--- src/sv/rate_pkg.sv ---
`default_nettype none
package rate_pkg;

  // Accumulator and field widths
  localparam int HT_W   = 21;
  localparam int MHT_W  = 23;
  localparam int DHT_W  = 16;
  localparam int ET_W   = 16;
  localparam int PHI_W  = 12;
  localparam int MAG_W  = 17;
  localparam int ALPHA_W = 16;

  // Root unit operand width (covers mx^2 + my^2) and result width
  localparam int SQ_W    = 46;
  localparam int ROOT_W  = 23;

  localparam int MAX_JETS_DEF = 32;

  localparam logic [HT_W-1:0]    HT_MAX    = '1;
  localparam logic [30:0]        HALF_PI_Q30 = 31'd1686629713;
  localparam logic [31:0]        ONE_Q30   = 32'h4000_0000;
  localparam logic [MAG_W-1:0]   MAG_MAX   = 17'd65536;
  localparam logic [ALPHA_W-1:0] ALPHA_SAT = '1;
  localparam logic [2:0]         POLY_LAST = 3'd4;

  typedef enum logic [4:0] {
    ST_IDLE,
    ST_ANG,
    ST_SQ_ANG,
    ST_POLY_MUL,
    ST_POLY_RCP,
    ST_POLY_FIX,
    ST_TRIG_END,
    ST_PROJ_X,
    ST_PROJ_Y,
    ST_SQ_X,
    ST_SQ_Y,
    ST_SQ_HT,
    ST_ROOT_M,
    ST_ROOT_D,
    ST_DIV_SET,
    ST_DIV,
    ST_DONE
  } rate_state_t;

  // Taylor divisors, highest order first
  function automatic logic [6:0] poly_div(input logic [2:0] idx);
    logic [6:0] d;
    unique case (idx)
      3'd0:    d = 7'd110;
      3'd1:    d = 7'd72;
      3'd2:    d = 7'd42;
      3'd3:    d = 7'd20;
      default: d = 7'd6;
    endcase
    return d;
  endfunction

  // floor(2^32 / divisor), used for quotient estimates
  function automatic logic [31:0] poly_rcp(input logic [2:0] idx);
    logic [31:0] m;
    unique case (idx)
      3'd0:    m = 32'd39045157;
      3'd1:    m = 32'd59652323;
      3'd2:    m = 32'd102261126;
      3'd3:    m = 32'd214748364;
      default: m = 32'd715827882;
    endcase
    return m;
  endfunction

endpackage
`default_nettype wire

--- src/sv/rate_isqrt.sv ---
`default_nettype none
module rate_isqrt
  import rate_pkg::*;
(
  input  wire logic            clk,
  input  wire logic            rst,
  input  wire logic            start,
  input  wire logic [SQ_W-1:0] operand,
  output logic                 done,
  output logic [ROOT_W-1:0]    root
);

  logic [SQ_W-1:0] rem;
  logic [SQ_W-1:0] acc;
  logic [SQ_W-1:0] bitv;
  logic            busy;
  logic [SQ_W-1:0] trial;

  assign trial = acc + bitv;
  assign root  = acc[ROOT_W-1:0];

  // Resolve one root bit per cycle
  always_ff @(posedge clk) begin
    if (rst) begin
      busy <= 1'b0;
      done <= 1'b0;
    end else begin
      done <= 1'b0;
      if (start) begin
        busy <= 1'b1;
        rem  <= operand;
        acc  <= '0;
        bitv <= SQ_W'(1) << (SQ_W - 2);
      end else if (busy) begin
        if (rem >= trial) begin
          rem <= rem - trial;
          acc <= (acc >> 1) + bitv;
        end else begin
          acc <= acc >> 1;
        end
        bitv <= bitv >> 2;
        if (bitv[0]) begin
          busy <= 1'b0;
          done <= 1'b1;
        end
      end
    end
  end

endmodule
`default_nettype wire

--- src/sv/running_alpha_t_estimator_core.sv ---
`default_nettype none
// Running alphaT estimator. Each request is one jet; tuser carries the
// first-jet flag that clears the event sums. One result follows every jet:
// HT, MHT, dHT, alphaT (Q2.14) and an invalid flag. The block works on one
// jet at a time: a single 32x32 multiplier evaluates cos and sin by Taylor
// polynomials (18 products each), projects Pt and squares the sums, then a
// bit-serial root unit runs twice and a 16-step divider forms alphaT. A
// non-positive root argument skips the second root and the divider; a
// saturated alphaT skips the divider. Jets past MAX_JETS in an event skip
// the trig and projection work and return the sums.
// Input is taken only while no jet is in work; a finished result waits in
// the output register without blocking the next request.
module running_alpha_t_estimator_core
  import rate_pkg::*;
#(
  parameter int MAX_JETS = MAX_JETS_DEF
) (
  input  wire logic        clk,
  input  wire logic        rst,
  input  wire logic        s_axis_tvalid,
  output logic             s_axis_tready,
  // jet_et[15:0], jet_pt[31:16], jet_phi[43:32], zero pad
  input  wire logic [47:0] s_axis_tdata,
  // first_jet[0]
  input  wire logic        s_axis_tuser,
  output logic             m_axis_tvalid,
  input  wire logic        m_axis_tready,
  // sum_ht[20:0], missing_ht[41:21], delta_ht[57:42], alpha_t[73:58], zero pad
  output logic [79:0]      m_axis_tdata,
  // alpha_invalid[0]
  output logic             m_axis_tuser
);

  localparam int CNT_W = $clog2(MAX_JETS + 1);

  rate_state_t state, state_next;

  // Event sums
  logic [HT_W-1:0]         ht;
  logic [DHT_W-1:0]        dht;
  logic signed [MHT_W-1:0] mx, my;
  logic [CNT_W-1:0]        cnt;

  // Jet under work
  logic [ET_W-1:0]  pt_r;
  logic [PHI_W-1:0] phi_r;
  logic             trig_sel;
  logic [MAG_W-1:0] cmag, smag;
  logic             cneg, sneg;

  // Polynomial registers
  logic [30:0] xa;
  logic [31:0] x2;
  logic [30:0] tp;
  logic [31:0] pv;
  logic [31:0] q0;
  logic [2:0]  pidx;

  // Magnitude and ratio registers
  logic [SQ_W-1:0]    m2;
  logic [SQ_W-1:0]    dsq;
  logic               invalid;
  logic [HT_W-1:0]    mht;
  logic [ROOT_W-1:0]  sden;
  logic [ROOT_W-1:0]  drem;
  logic [15:0]        dlo;
  logic [ALPHA_W-1:0] quo;
  logic [3:0]         dcnt;
  logic [ALPHA_W-1:0] alpha;

  // Shared multiplier
  logic [31:0] mul_a, mul_b;
  logic [63:0] prod;
  assign prod = 64'(mul_a) * 64'(mul_b);

  // Root unit
  logic              sq_start;
  logic [SQ_W-1:0]   sq_op;
  logic              sq_done;
  logic [ROOT_W-1:0] sq_root;

  rate_isqrt u_isqrt (
    .clk     (clk),
    .rst     (rst),
    .start   (sq_start),
    .operand (sq_op),
    .done    (sq_done),
    .root    (sq_root)
  );

  // Input fields
  logic             in_first;
  logic [ET_W-1:0]  in_et;
  logic             accept;
  assign in_first = s_axis_tuser;
  assign in_et    = s_axis_tdata[15:0];
  assign accept   = s_axis_tvalid && s_axis_tready;

  // Accumulator updates for a new jet
  logic [CNT_W-1:0] cnt_eff;
  logic [HT_W-1:0]  ht_eff;
  logic [DHT_W-1:0] dht_eff;
  logic [HT_W:0]    ht_sum;
  logic [DHT_W:0]   dht_a;
  logic [DHT_W-1:0] dht_b;
  logic             take_jet;

  assign cnt_eff  = in_first ? '0 : cnt;
  assign ht_eff   = in_first ? '0 : ht;
  assign dht_eff  = in_first ? '0 : dht;
  assign take_jet = cnt_eff < CNT_W'(MAX_JETS);
  assign ht_sum   = {1'b0, ht_eff} + (HT_W+1)'(in_et);
  assign dht_a    = {1'b0, dht_eff} + {1'b0, in_et};
  assign dht_b    = (dht_eff >= in_et) ? dht_eff - in_et : in_et - dht_eff;

  // Quadrant folding of the current angle
  logic [PHI_W-1:0] p_ang;
  logic [10:0]      q_arg;
  logic             q_neg;
  assign p_ang = trig_sel ? phi_r : phi_r + PHI_W'(1024);
  assign q_arg = p_ang[10] ? 11'd1024 - {1'b0, p_ang[9:0]} : {1'b0, p_ang[9:0]};
  assign q_neg = p_ang[11];

  // Polynomial step helpers
  logic [32:0] fix_rem;
  logic [31:0] q_fix;
  logic [31:0] t_new;
  assign fix_rem = {1'b0, pv} - prod[32:0];
  assign q_fix   = (fix_rem >= 33'(poly_div(pidx))) ? q0 + 32'd1 : q0;
  assign t_new   = ONE_Q30 - q_fix;

  logic [18:0]      mag_rnd;
  logic [MAG_W-1:0] mag_cap;
  assign mag_rnd = 19'((33'(prod[61:30]) + 33'd8192) >> 14);
  assign mag_cap = (mag_rnd > 19'(MAG_MAX)) ? MAG_MAX : mag_rnd[MAG_W-1:0];

  // Projection onto one axis, subtracted with saturation
  logic [MAG_W-1:0]      part;
  logic signed [MHT_W+1:0] proj_acc;
  logic signed [MHT_W+1:0] proj_new;
  logic                  proj_neg;
  logic signed [MHT_W-1:0] proj_sat;
  localparam logic signed [MHT_W+1:0] MHT_HI = (MHT_W+2)'((1 << (MHT_W - 1)) - 1);
  localparam logic signed [MHT_W+1:0] MHT_LO = -(MHT_W+2)'(1 << (MHT_W - 1));

  assign part     = 17'((prod[33:0] + 34'd32768) >> 16);
  assign proj_acc = (state == ST_PROJ_X) ? (MHT_W+2)'(mx) : (MHT_W+2)'(my);
  assign proj_neg = (state == ST_PROJ_X) ? cneg : sneg;
  assign proj_new = proj_neg ? proj_acc + (MHT_W+2)'(part) : proj_acc - (MHT_W+2)'(part);
  assign proj_sat = (proj_new > MHT_HI) ? MHT_HI[MHT_W-1:0] :
                    (proj_new < MHT_LO) ? MHT_LO[MHT_W-1:0] : proj_new[MHT_W-1:0];

  logic [MHT_W-1:0] mx_abs, my_abs;
  assign mx_abs = mx[MHT_W-1] ? MHT_W'(-mx) : MHT_W'(mx);
  assign my_abs = my[MHT_W-1] ? MHT_W'(-my) : MHT_W'(my);

  // HT squared against the MHT square
  logic [SQ_W-1:0] ht2;
  assign ht2 = SQ_W'(prod[2*HT_W-1:0]);

  // Division helpers
  logic [HT_W-1:0]   num;
  logic [ROOT_W:0]   dtrial;
  assign num    = (ht > HT_W'(dht)) ? ht - HT_W'(dht) : '0;
  assign dtrial = {drem, dlo[15]};

  // Next state
  always_comb begin
    state_next = state;
    unique case (state)
      ST_IDLE:     if (accept) state_next = take_jet ? ST_ANG : ST_SQ_X;
      ST_ANG:      state_next = ST_SQ_ANG;
      ST_SQ_ANG:   state_next = ST_POLY_MUL;
      ST_POLY_MUL: state_next = ST_POLY_RCP;
      ST_POLY_RCP: state_next = ST_POLY_FIX;
      ST_POLY_FIX: state_next = (pidx == POLY_LAST) ? ST_TRIG_END : ST_POLY_MUL;
      ST_TRIG_END: state_next = trig_sel ? ST_PROJ_X : ST_ANG;
      ST_PROJ_X:   state_next = ST_PROJ_Y;
      ST_PROJ_Y:   state_next = ST_SQ_X;
      ST_SQ_X:     state_next = ST_SQ_Y;
      ST_SQ_Y:     state_next = ST_SQ_HT;
      ST_SQ_HT:    state_next = ST_ROOT_M;
      ST_ROOT_M:   if (sq_done) state_next = invalid ? ST_DONE : ST_ROOT_D;
      ST_ROOT_D:   if (sq_done) state_next = ST_DIV_SET;
      ST_DIV_SET:  state_next = (ROOT_W'(num[HT_W-1:3]) >= sden) ? ST_DONE : ST_DIV;
      ST_DIV:      if (dcnt == 4'd0) state_next = ST_DONE;
      ST_DONE:     if (!m_axis_tvalid || m_axis_tready) state_next = ST_IDLE;
      default:     state_next = ST_IDLE;
    endcase
  end

  // Unit controls per state
  always_comb begin
    mul_a         = '0;
    mul_b         = '0;
    sq_start      = 1'b0;
    sq_op         = m2;
    s_axis_tready = (state == ST_IDLE);
    unique case (state)
      ST_ANG: begin
        mul_a = 32'(q_arg);
        mul_b = 32'(HALF_PI_Q30);
      end
      ST_SQ_ANG: begin
        mul_a = 32'(xa);
        mul_b = 32'(xa);
      end
      ST_POLY_MUL: begin
        mul_a = x2;
        mul_b = 32'(tp);
      end
      ST_POLY_RCP: begin
        mul_a = pv;
        mul_b = poly_rcp(pidx);
      end
      ST_POLY_FIX: begin
        mul_a = q0;
        mul_b = 32'(poly_div(pidx));
      end
      ST_TRIG_END: begin
        mul_a = 32'(xa);
        mul_b = 32'(tp);
      end
      ST_PROJ_X: begin
        mul_a = 32'(pt_r);
        mul_b = 32'(cmag);
      end
      ST_PROJ_Y: begin
        mul_a = 32'(pt_r);
        mul_b = 32'(smag);
      end
      ST_SQ_X: begin
        mul_a = 32'(mx_abs);
        mul_b = 32'(mx_abs);
      end
      ST_SQ_Y: begin
        mul_a = 32'(my_abs);
        mul_b = 32'(my_abs);
      end
      ST_SQ_HT: begin
        mul_a    = 32'(ht);
        mul_b    = 32'(ht);
        sq_start = 1'b1;
        sq_op    = m2;
      end
      ST_ROOT_M: begin
        sq_start = sq_done && !invalid;
        sq_op    = dsq;
      end
      default: begin
      end
    endcase
  end

  // Control registers
  always_ff @(posedge clk) begin
    if (rst) begin
      state         <= ST_IDLE;
      m_axis_tvalid <= 1'b0;
      ht            <= '0;
      dht           <= '0;
      mx            <= '0;
      my            <= '0;
      cnt           <= '0;
    end else begin
      state <= state_next;

      // Load a new result, or drop a taken one
      if (state == ST_DONE && (!m_axis_tvalid || m_axis_tready)) m_axis_tvalid <= 1'b1;
      else if (m_axis_tready) m_axis_tvalid <= 1'b0;

      // Take a jet into the event sums
      if (accept) begin
        if (in_first) begin
          mx <= '0;
          my <= '0;
        end
        if (take_jet) begin
          cnt <= cnt_eff + CNT_W'(1);
          ht  <= ht_sum[HT_W] ? HT_MAX : ht_sum[HT_W-1:0];
          dht <= (dht_a < {1'b0, dht_b}) ? dht_a[DHT_W-1:0] : dht_b;
        end else begin
          cnt <= cnt_eff;
          ht  <= ht_eff;
          dht <= dht_eff;
        end
      end
      if (state == ST_PROJ_X) mx <= proj_sat;
      if (state == ST_PROJ_Y) my <= proj_sat;
    end
  end

  // Datapath registers
  always_ff @(posedge clk) begin
    unique case (state)
      ST_IDLE: begin
        pt_r     <= s_axis_tdata[31:16];
        phi_r    <= s_axis_tdata[43:32];
        trig_sel <= 1'b0;
      end
      ST_ANG: begin
        xa <= prod[40:10] + 31'(prod[9]);
      end
      ST_SQ_ANG: begin
        x2   <= 32'((prod + 64'h2000_0000) >> 30);
        tp   <= ONE_Q30[30:0];
        pidx <= '0;
      end
      ST_POLY_MUL: pv <= prod[61:30];
      ST_POLY_RCP: q0 <= prod[63:32];
      ST_POLY_FIX: begin
        tp   <= t_new[30:0];
        pidx <= pidx + 3'd1;
      end
      ST_TRIG_END: begin
        if (trig_sel) begin
          smag <= mag_cap;
          sneg <= q_neg;
        end else begin
          cmag <= mag_cap;
          cneg <= q_neg;
        end
        trig_sel <= 1'b1;
      end
      ST_SQ_X: m2 <= prod[SQ_W-1:0];
      ST_SQ_Y: m2 <= m2 + prod[SQ_W-1:0];
      ST_SQ_HT: begin
        invalid <= !(ht2 > m2);
        dsq     <= ht2 - m2;
      end
      ST_ROOT_M: begin
        if (sq_done) begin
          mht   <= (sq_root > ROOT_W'(HT_MAX)) ? HT_MAX : sq_root[HT_W-1:0];
          alpha <= ALPHA_SAT;
        end
      end
      ST_ROOT_D: if (sq_done) sden <= sq_root;
      ST_DIV_SET: begin
        drem  <= ROOT_W'(num[HT_W-1:3]);
        dlo   <= {num[2:0], 13'd0};
        quo   <= '0;
        dcnt  <= 4'd15;
        alpha <= ALPHA_SAT;
      end
      ST_DIV: begin
        if (dtrial >= {1'b0, sden}) begin
          drem <= ROOT_W'(dtrial - {1'b0, sden});
          quo  <= {quo[ALPHA_W-2:0], 1'b1};
        end else begin
          drem <= dtrial[ROOT_W-1:0];
          quo  <= {quo[ALPHA_W-2:0], 1'b0};
        end
        dlo  <= {dlo[14:0], 1'b0};
        dcnt <= dcnt - 4'd1;
        if (dcnt == 4'd0) begin
          alpha <= (dtrial >= {1'b0, sden}) ? {quo[ALPHA_W-2:0], 1'b1}
                                            : {quo[ALPHA_W-2:0], 1'b0};
        end
      end
      ST_DONE: begin
        if (!m_axis_tvalid || m_axis_tready) begin
          m_axis_tdata <= {6'd0, alpha, dht, mht, ht};
          m_axis_tuser <= invalid;
        end
      end
      default: begin
      end
    endcase
  end

endmodule
`default_nettype wire
--- config.mk ---
export PLATFORM = sky130hd
export DESIGN_NAME = running_alpha_t_estimator_core
export DESIGN_NICKNAME = d
export VERILOG_FILES = /design/src/sv/rate_pkg.sv /design/src/sv/rate_isqrt.sv /design/src/sv/running_alpha_t_estimator_core.sv
export SDC_FILE = /design/constraint.sdc
export NUM_CORES = 2
export LEC_CHECK = 0
export BUFFER_PORTS_ARGS = -buffer_cell sky130_fd_sc_hd__buf_2
export CORE_ASPECT_RATIO = 1.75
export CORE_MARGIN = 1
export CORE_UTILIZATION = 45
export CTS_CLUSTER_SIZE = 20
export DETAILED_ROUTE_END_ITERATION = 7
export HOLD_SLACK_MARGIN = 0.02
export SKIP_CTS_REPAIR_TIMING = 1
export SLEW_MARGIN = 20
export SYNTH_ARGS = -nofsm -noshare
export SYNTH_HDL_FRONTEND = slang
export SYNTH_SLANG_ARGS = --single-unit
--- constraint.sdc ---
create_clock -name clk -period 16.2 [get_ports clk]
set_input_delay 1.62 -clock clk [delete_from_list [all_inputs] [get_ports clk]]
set_output_delay 1.62 -clock clk [all_outputs]
set_load 0.1 [all_outputs]
* Word-level counts from Yosys, hierarchy flattened
Cells that the tools add are included.
Operators by class: bitwise operators 3, equality and inequality tests 25, reduce and logical (&&, ||, !) cells 37, $lt $le $gt $ge 13, multiplexer cells 67, $mul 1, $add $sub $neg 27
Operators by type and width (number):
- 31-bit case mux with 10 select lines | 1
- 32-bit case mux with 9 select lines | 1
- 46-bit 2-to-1 mux | 6
- 23-bit 2-to-1 mux | 9
- 30-bit case mux with 4 select lines | 1
- 16-bit 2-to-1 mux | 6
- 46-bit case mux with 2 select lines | 1
- 5-bit case mux with 17 select lines | 1
- 21-bit 2-to-1 mux | 4
- 32-bit by 31-bit multiplier with 63-bit output | 1
- 62-bit by 30-bit adder with 62-bit output, second input constant | 1
- 31-bit case mux with 2 select lines | 1
- 25-bit 2-to-1 mux | 2
- 16-bit case mux with 3 select lines | 1
- 45-bit by 45-bit adder with 46-bit output | 1
- 46-bit by 45-bit adder with 46-bit output | 1
- 46-bit adder | 1
- 46-bit greater-or-equal comparator | 1
- 42-bit by 46-bit greater-than comparator with 1-bit output | 1
- 23-bit negator | 2
- 23-bit case mux with 2 select lines | 1
- 42-bit by 46-bit subtractor with 46-bit output | 1
- 46-bit subtractor | 1
- 45-bit 2-to-1 mux | 1
- 68 further kinds | 126
Word-level totals: flip-flop bits (word level) 723, output and inout port bits 83

* Logic depth before layout (Yosys ltp)
depth after elaboration 13, mapped depth 60, mapped depth without buffers 57

* Cells and area by module
From an unflattened synthesis, not the netlist that was laid out.
Unflattened totals: cell total of the unflattened synthesis 9480, area, all modules 84487.3 um^2
Modules (own cells, without submodules):
- running_alpha_t_estimator_core | cells each 8249, area an instance 73698.2 um^2, instances 1
- rate_isqrt | cells each 1231, area an instance 10789.1 um^2, instances 1

* Worst setup path after synthesis
OpenSTA, ideal clock, no wires.
kind reg-to-reg, start register state[2], end register tp[20] (data pin), path buffers 5, data arrival time 14.152 ns, stages on the path, launching flop included 52, clock period less this slack 14.411 ns, setup time 0.259 ns, path slack 1.789 ns, cell sequence dfxtp_1 > clkbuf_1 > or3b_2 > clkbuf_1 > nor2_1 > clkbuf_1 > a22oi_1 > o21ai_0 > nand4b_1 > clkbuf_1 > nand2_1 > fa_1 > inv_1 > fa_1 > inv_1 > fa_1 > fa_1 > inv_1 > [... 16 more ...] > a211oi_1 > nand4_1 > nor4_1 > o2111ai_1 > a2111o_1 > nor4b_1 > nand4_1 > nor2_2 > xnor2_1 > ha_1 > clkbuf_1 > nand2_1 > a211oi_1 > a311oi_1 > nand3b_1 > nor4_4 > nor3_1 > o31a_1
Between the ends: word-level cells in the longest chain between the ends 9, elaborated cells on any way between the ends 22, those cells by class add/sub: 2; mul: 1; order compare: 1; eq/ne: 11; mux: 4; reduce/logical: 3
Ends and longest elaborated chain:
- from (decl) | line running_alpha_t_estimator_core.sv:36 | rate_state_t state, state_next;
- from (signal assigned) | line running_alpha_t_estimator_core.sv:266 | state <= state_next;
- 5-bit by 3-bit equality test with 1-bit output (tied with other cells) | line running_alpha_t_estimator_core.sv:199 | unique case (state)
- 2-bit OR reduction (no line)
- 31-bit case mux with 10 select lines or 32-bit case mux with 9 select lines (tied branches) | line running_alpha_t_estimator_core.sv:199
- 32-bit by 31-bit multiplier with 63-bit output (*) | line running_alpha_t_estimator_core.sv:74 | assign prod = 64'(mul_a) * 64'(mul_b);
- named net prod[30] | line running_alpha_t_estimator_core.sv:73 | logic [63:0] prod;
- 32-bit by 33-bit subtractor with 33-bit output (*) | line running_alpha_t_estimator_core.sv:128 | assign fix_rem = {1'b0, pv} - prod[32:0];
- 33-bit by 7-bit greater-or-equal comparator with 1-bit output (*) | line running_alpha_t_estimator_core.sv:129 | assign q_fix = (fix_rem >= 33'(poly_div(pidx))) ? q0 + 32'd1 : q0;
- 31-bit 2-to-1 mux (*) | line running_alpha_t_estimator_core.sv:129
- 31-bit subtractor (*) | line running_alpha_t_estimator_core.sv:130 | assign t_new = ONE_Q30 - q_fix;
- 31-bit case mux with 2 select lines (*) | line running_alpha_t_estimator_core.sv:295 | unique case (state)
- to (signal assigned) | line running_alpha_t_estimator_core.sv:306 | tp <= ONE_Q30[30:0];
- to (signal assigned) | line running_alpha_t_estimator_core.sv:312 | tp <= t_new[30:0];
- to (decl) | line running_alpha_t_estimator_core.sv:54 | logic [30:0] tp;
Mark *: on every way through the listed nets, which the timed path passes. The rest lies on a longest branch. A chain may end at the register's enable or synchronous reset.

* Worst setup path in the final report
start register mx[1], end register my[17]
Between the ends: word-level cells in the longest chain between the ends 11, elaborated cells on any way between the ends 15, those cells by class add/sub: 4; mul: 1; order compare: 2; mux: 8
Ends and longest elaborated chain:
- from (decl) | line running_alpha_t_estimator_core.sv:41 | logic signed [MHT_W-1:0] mx, my;
- from (signal assigned) | line running_alpha_t_estimator_core.sv:288 | if (state == ST_PROJ_X) mx <= proj_sat;
- 23-bit negator | line running_alpha_t_estimator_core.sv:154 | assign mx_abs = mx[MHT_W-1] ? MHT_W'(-mx) : MHT_W'(mx);
- 23-bit 2-to-1 mux | line running_alpha_t_estimator_core.sv:154
- 31-bit case mux with 10 select lines or 32-bit case mux with 9 select lines (tied branches) | line running_alpha_t_estimator_core.sv:199
- 32-bit by 31-bit multiplier with 63-bit output | line running_alpha_t_estimator_core.sv:74
- 33-bit by 16-bit adder with 33-bit output | line running_alpha_t_estimator_core.sv:146 | assign part = 17'((prod[33:0] + 34'd32768) >> 16);
- 25-bit by 17-bit subtractor with 25-bit output or 25-bit by 17-bit adder with 25-bit output (tied branches) | line running_alpha_t_estimator_core.sv:149 | assign proj_new = proj_neg ? proj_acc + (MHT_W+2)'(part) : proj_acc - (MHT_W+2)'(part);
- 25-bit 2-to-1 mux (*) | line running_alpha_t_estimator_core.sv:149
- 25-bit by 23-bit < comparator with 1-bit output | line running_alpha_t_estimator_core.sv:151 | (proj_new < MHT_LO) ? MHT_LO[MHT_W-1:0] : proj_new[MHT_W-1:0];
- 23-bit 2-to-1 mux | line running_alpha_t_estimator_core.sv:151
- 23-bit 2-to-1 mux (*) | line running_alpha_t_estimator_core.sv:150 | assign proj_sat = (proj_new > MHT_HI) ? MHT_HI[MHT_W-1:0] :
- 23-bit 2-to-1 mux (*) | line running_alpha_t_estimator_core.sv:289 | if (state == ST_PROJ_Y) my <= proj_sat;
- to (signal assigned) | line running_alpha_t_estimator_core.sv:289
- to (decl) | line running_alpha_t_estimator_core.sv:41
Every way passes the cells marked *; elsewhere a longest branch is shown, timed or not.

==> out/results.tsv <==
metric	value	unit
syn_inst	9194	
cts_buffer_depth	3	
layout_commonest_cell	nand2_1	
dieArea	186000	um^2
ys.flop_type	edfxtp_1	
reg2reg_to	my[17]	
hold_viol_final	0	
drtAntennaViolNets	0	
reg2reg_from	mx[1]	
drive_above_1_share	8.55	%
slowest_stage	fa_1	
netlist.area_leader.share	22.2	%
max_freq	64.3	MHz
cts_tree	built	
worst_ep_arrival_time	16080	ps
r2r_slack	640	ps
outcome	finished, final reports clean	
cpMostUsedCell	fa_1	
period_minus_slack	15560	ps
min_to	m_axis_tdata[66]	
io_pins	136	
rsz0062_at_grt	no	
fin_area	90300	um^2
drtIter0Drc	5116	
die_h	570	um
cts-root-buf	clkbuf_16	
clkSinkCount	710	
drc	0	
vias	69867	
final-seq-area	20300	um^2
drt-total-wl	318000	um
die_w	326	um
tns	0	ps
multi_input_area	57000	um^2
synth_warnings	0	
htreeDepth	3	
cp.required	16720	ps
overflow	0	
antenna_found_initial	25	
vias_per_cell	5.94	
ys_seq_area_share	24.5	%
core-area	183000	um^2
placed_area	87700	um^2
place.gp.congestion	1.06	
critPathCaptureType	register	
clkTransAtPathRegs	70	ps
cap_violations	0	
synth.distinct_cells	108	
path_buf_inv	10	
synthTopCellsByArea	edfxtp_1 (22%), fa_1 (21%), ha_1 (9.9%)	
hp-start	alpha[8]	
crit_type	reg2reg	
slew_viol_final	0	
synth_edf_count	613	
final_cell_mix	nand2_1 (1253), inv_1 (1134), fa_1 (877)	
setup_viol	0	
insertion_delay	700	ps
crit_path_start_kind	register	
rows	208	
ys_seq_elements	710	
synthToLayoutAreaGrowth	8.89	%
synth_area_leader_cell	edfxtp_1	
dr.pass1.iters	6	
async_flop_share	0	%
crit_family	adder cells	
skew	56.4	ps
hold_depth	0	
grt_use_total	34.2	%
reg2reg_depth	52	
post-route-period-util	96.1	%
slew_headroom	18.0	%
hold_class	reg2reg	
wl_per_cell	27.0	um
crit_path_max_fanout	21	
fin_nets	10859	
crit_start	mx[1]	
dp_hpwl	255000	um
grt_first_pass_wirelength	464000	um
nFillCells	17609	
numCtsBuffers	70	
cpPeakStageDelay	580	ps
placement.io_buffers	125	
avgSynthCellArea	9.02	um^2
netlist_area	82900	um^2
grt_pass1_vias	72865	
initial_core_util	45.3	%
worst_pin_slew	1230	ps
grt_max_degree	78	
[kinds of logic (layout without fill, tap and decap cells)]
group | count (synthesis) | count (layout) | synth area share (%)
AND/OR/NAND/NOR | 3034 | 3034 | 16.5
AO/OA/AOI/OAI | 1707 | 1707 | 13.9
XOR/XNOR | 550 | 550 | 5.85
flip-flops | 710 | 710 | 24.5
other | 1 | 19 | 0.00452
adder cells (fa/ha/maj) | 1530 | 1530 | 31.0
multiplexers | 71 | 71 | 0.887
buffers and inverters | 1591 | 1722 | 7.28
[how the worst max path moves through the flow]
stage	endpoint	slack, ps	cells after the start
final	my[17]	640	52
after global routing	tp[20]	8	56
after CTS	mx[21]	490	50
after detailed placement	mx[21]	530	50
after global placement	mx[21]	630	50
after floorplan	tp[20]	1790	51
[registers in the layout (all words and copies together) (netlist names), 21 cells and up]
signal / cells
u_isqrt.rem: 46
pv: 32
q0: 31
u_isqrt.bitv: 23
dsq: 46
mht: 21
x2: 32
m_axis_tdata: 74
xa: 31
sden: 23
u_isqrt.acc: 46
drem: 23
my: 23
mx: 23
m2: 46
tp: 31
ht: 21
[cells in the mapped netlist, drive strengths merged (14+ instances only)]
library cell,count
mux2,14
a31o,35
a2111oi,27
a221o,14
and2,82
inv,1140
dfxtp,97
a22oi,71
nand2,1257
o22ai,14
clkbuf,413
a31oi,62
nor2b,85
nand4,72
o21ai,298
nand3,129
xor2,181
nor4,40
o31ai,41
a21oi,478
or2,25
buf,36
xnor2,369
o31a,16
o21bai,82
mux2i,57
nor3,121
a211oi,139
nor2,873
and3,79
and4,22
or3,100
edfxtp,613
nand2b,79
o211ai,33
nand3b,14
a21o,120
a221oi,23
ha,653
fa,877
o21a,56
a21boi,31
a211o,22
a2111o,18
[area by class of cell]
cell class,count,share of cell area [%]
clock inverter,46,0.658
sequential,710,22.5
timing repair buffer,454,3.49
clock buffer,80,2.02
multi-input combinational,6898,63.2
inverter,1142,4.75
antenna,13,0.0360
tap,2415,3.35
[routing by layer]
metal	global-route usage [%]	wire [um]	share of wire, %
met1	31.7	98000	31
met3	5.87	19100	6.0
met2	61.6	162000	51
met4	34.3	38900	12
met5	0	147	0.046
[through the flow]
stage / cells / setup WS [ps] / util, % / hold slack [ps]
after floorplan: 9199 / 1790 / - / 400
after global placement: 11613 / 626 / 47.8 / 402
after detailed placement: 11613 / 528 / 47.9 / 405
after CTS: 11739 / 490 / 49.2 / 417
after global routing: 11752 / 7.90 / 49.3 / 431
final: 11758 / 639 / 49.3 / 419
Power is left out: the tool's default activity adds up to more than one toggle a clock period on the data nets, which glitch-free logic cannot reach.
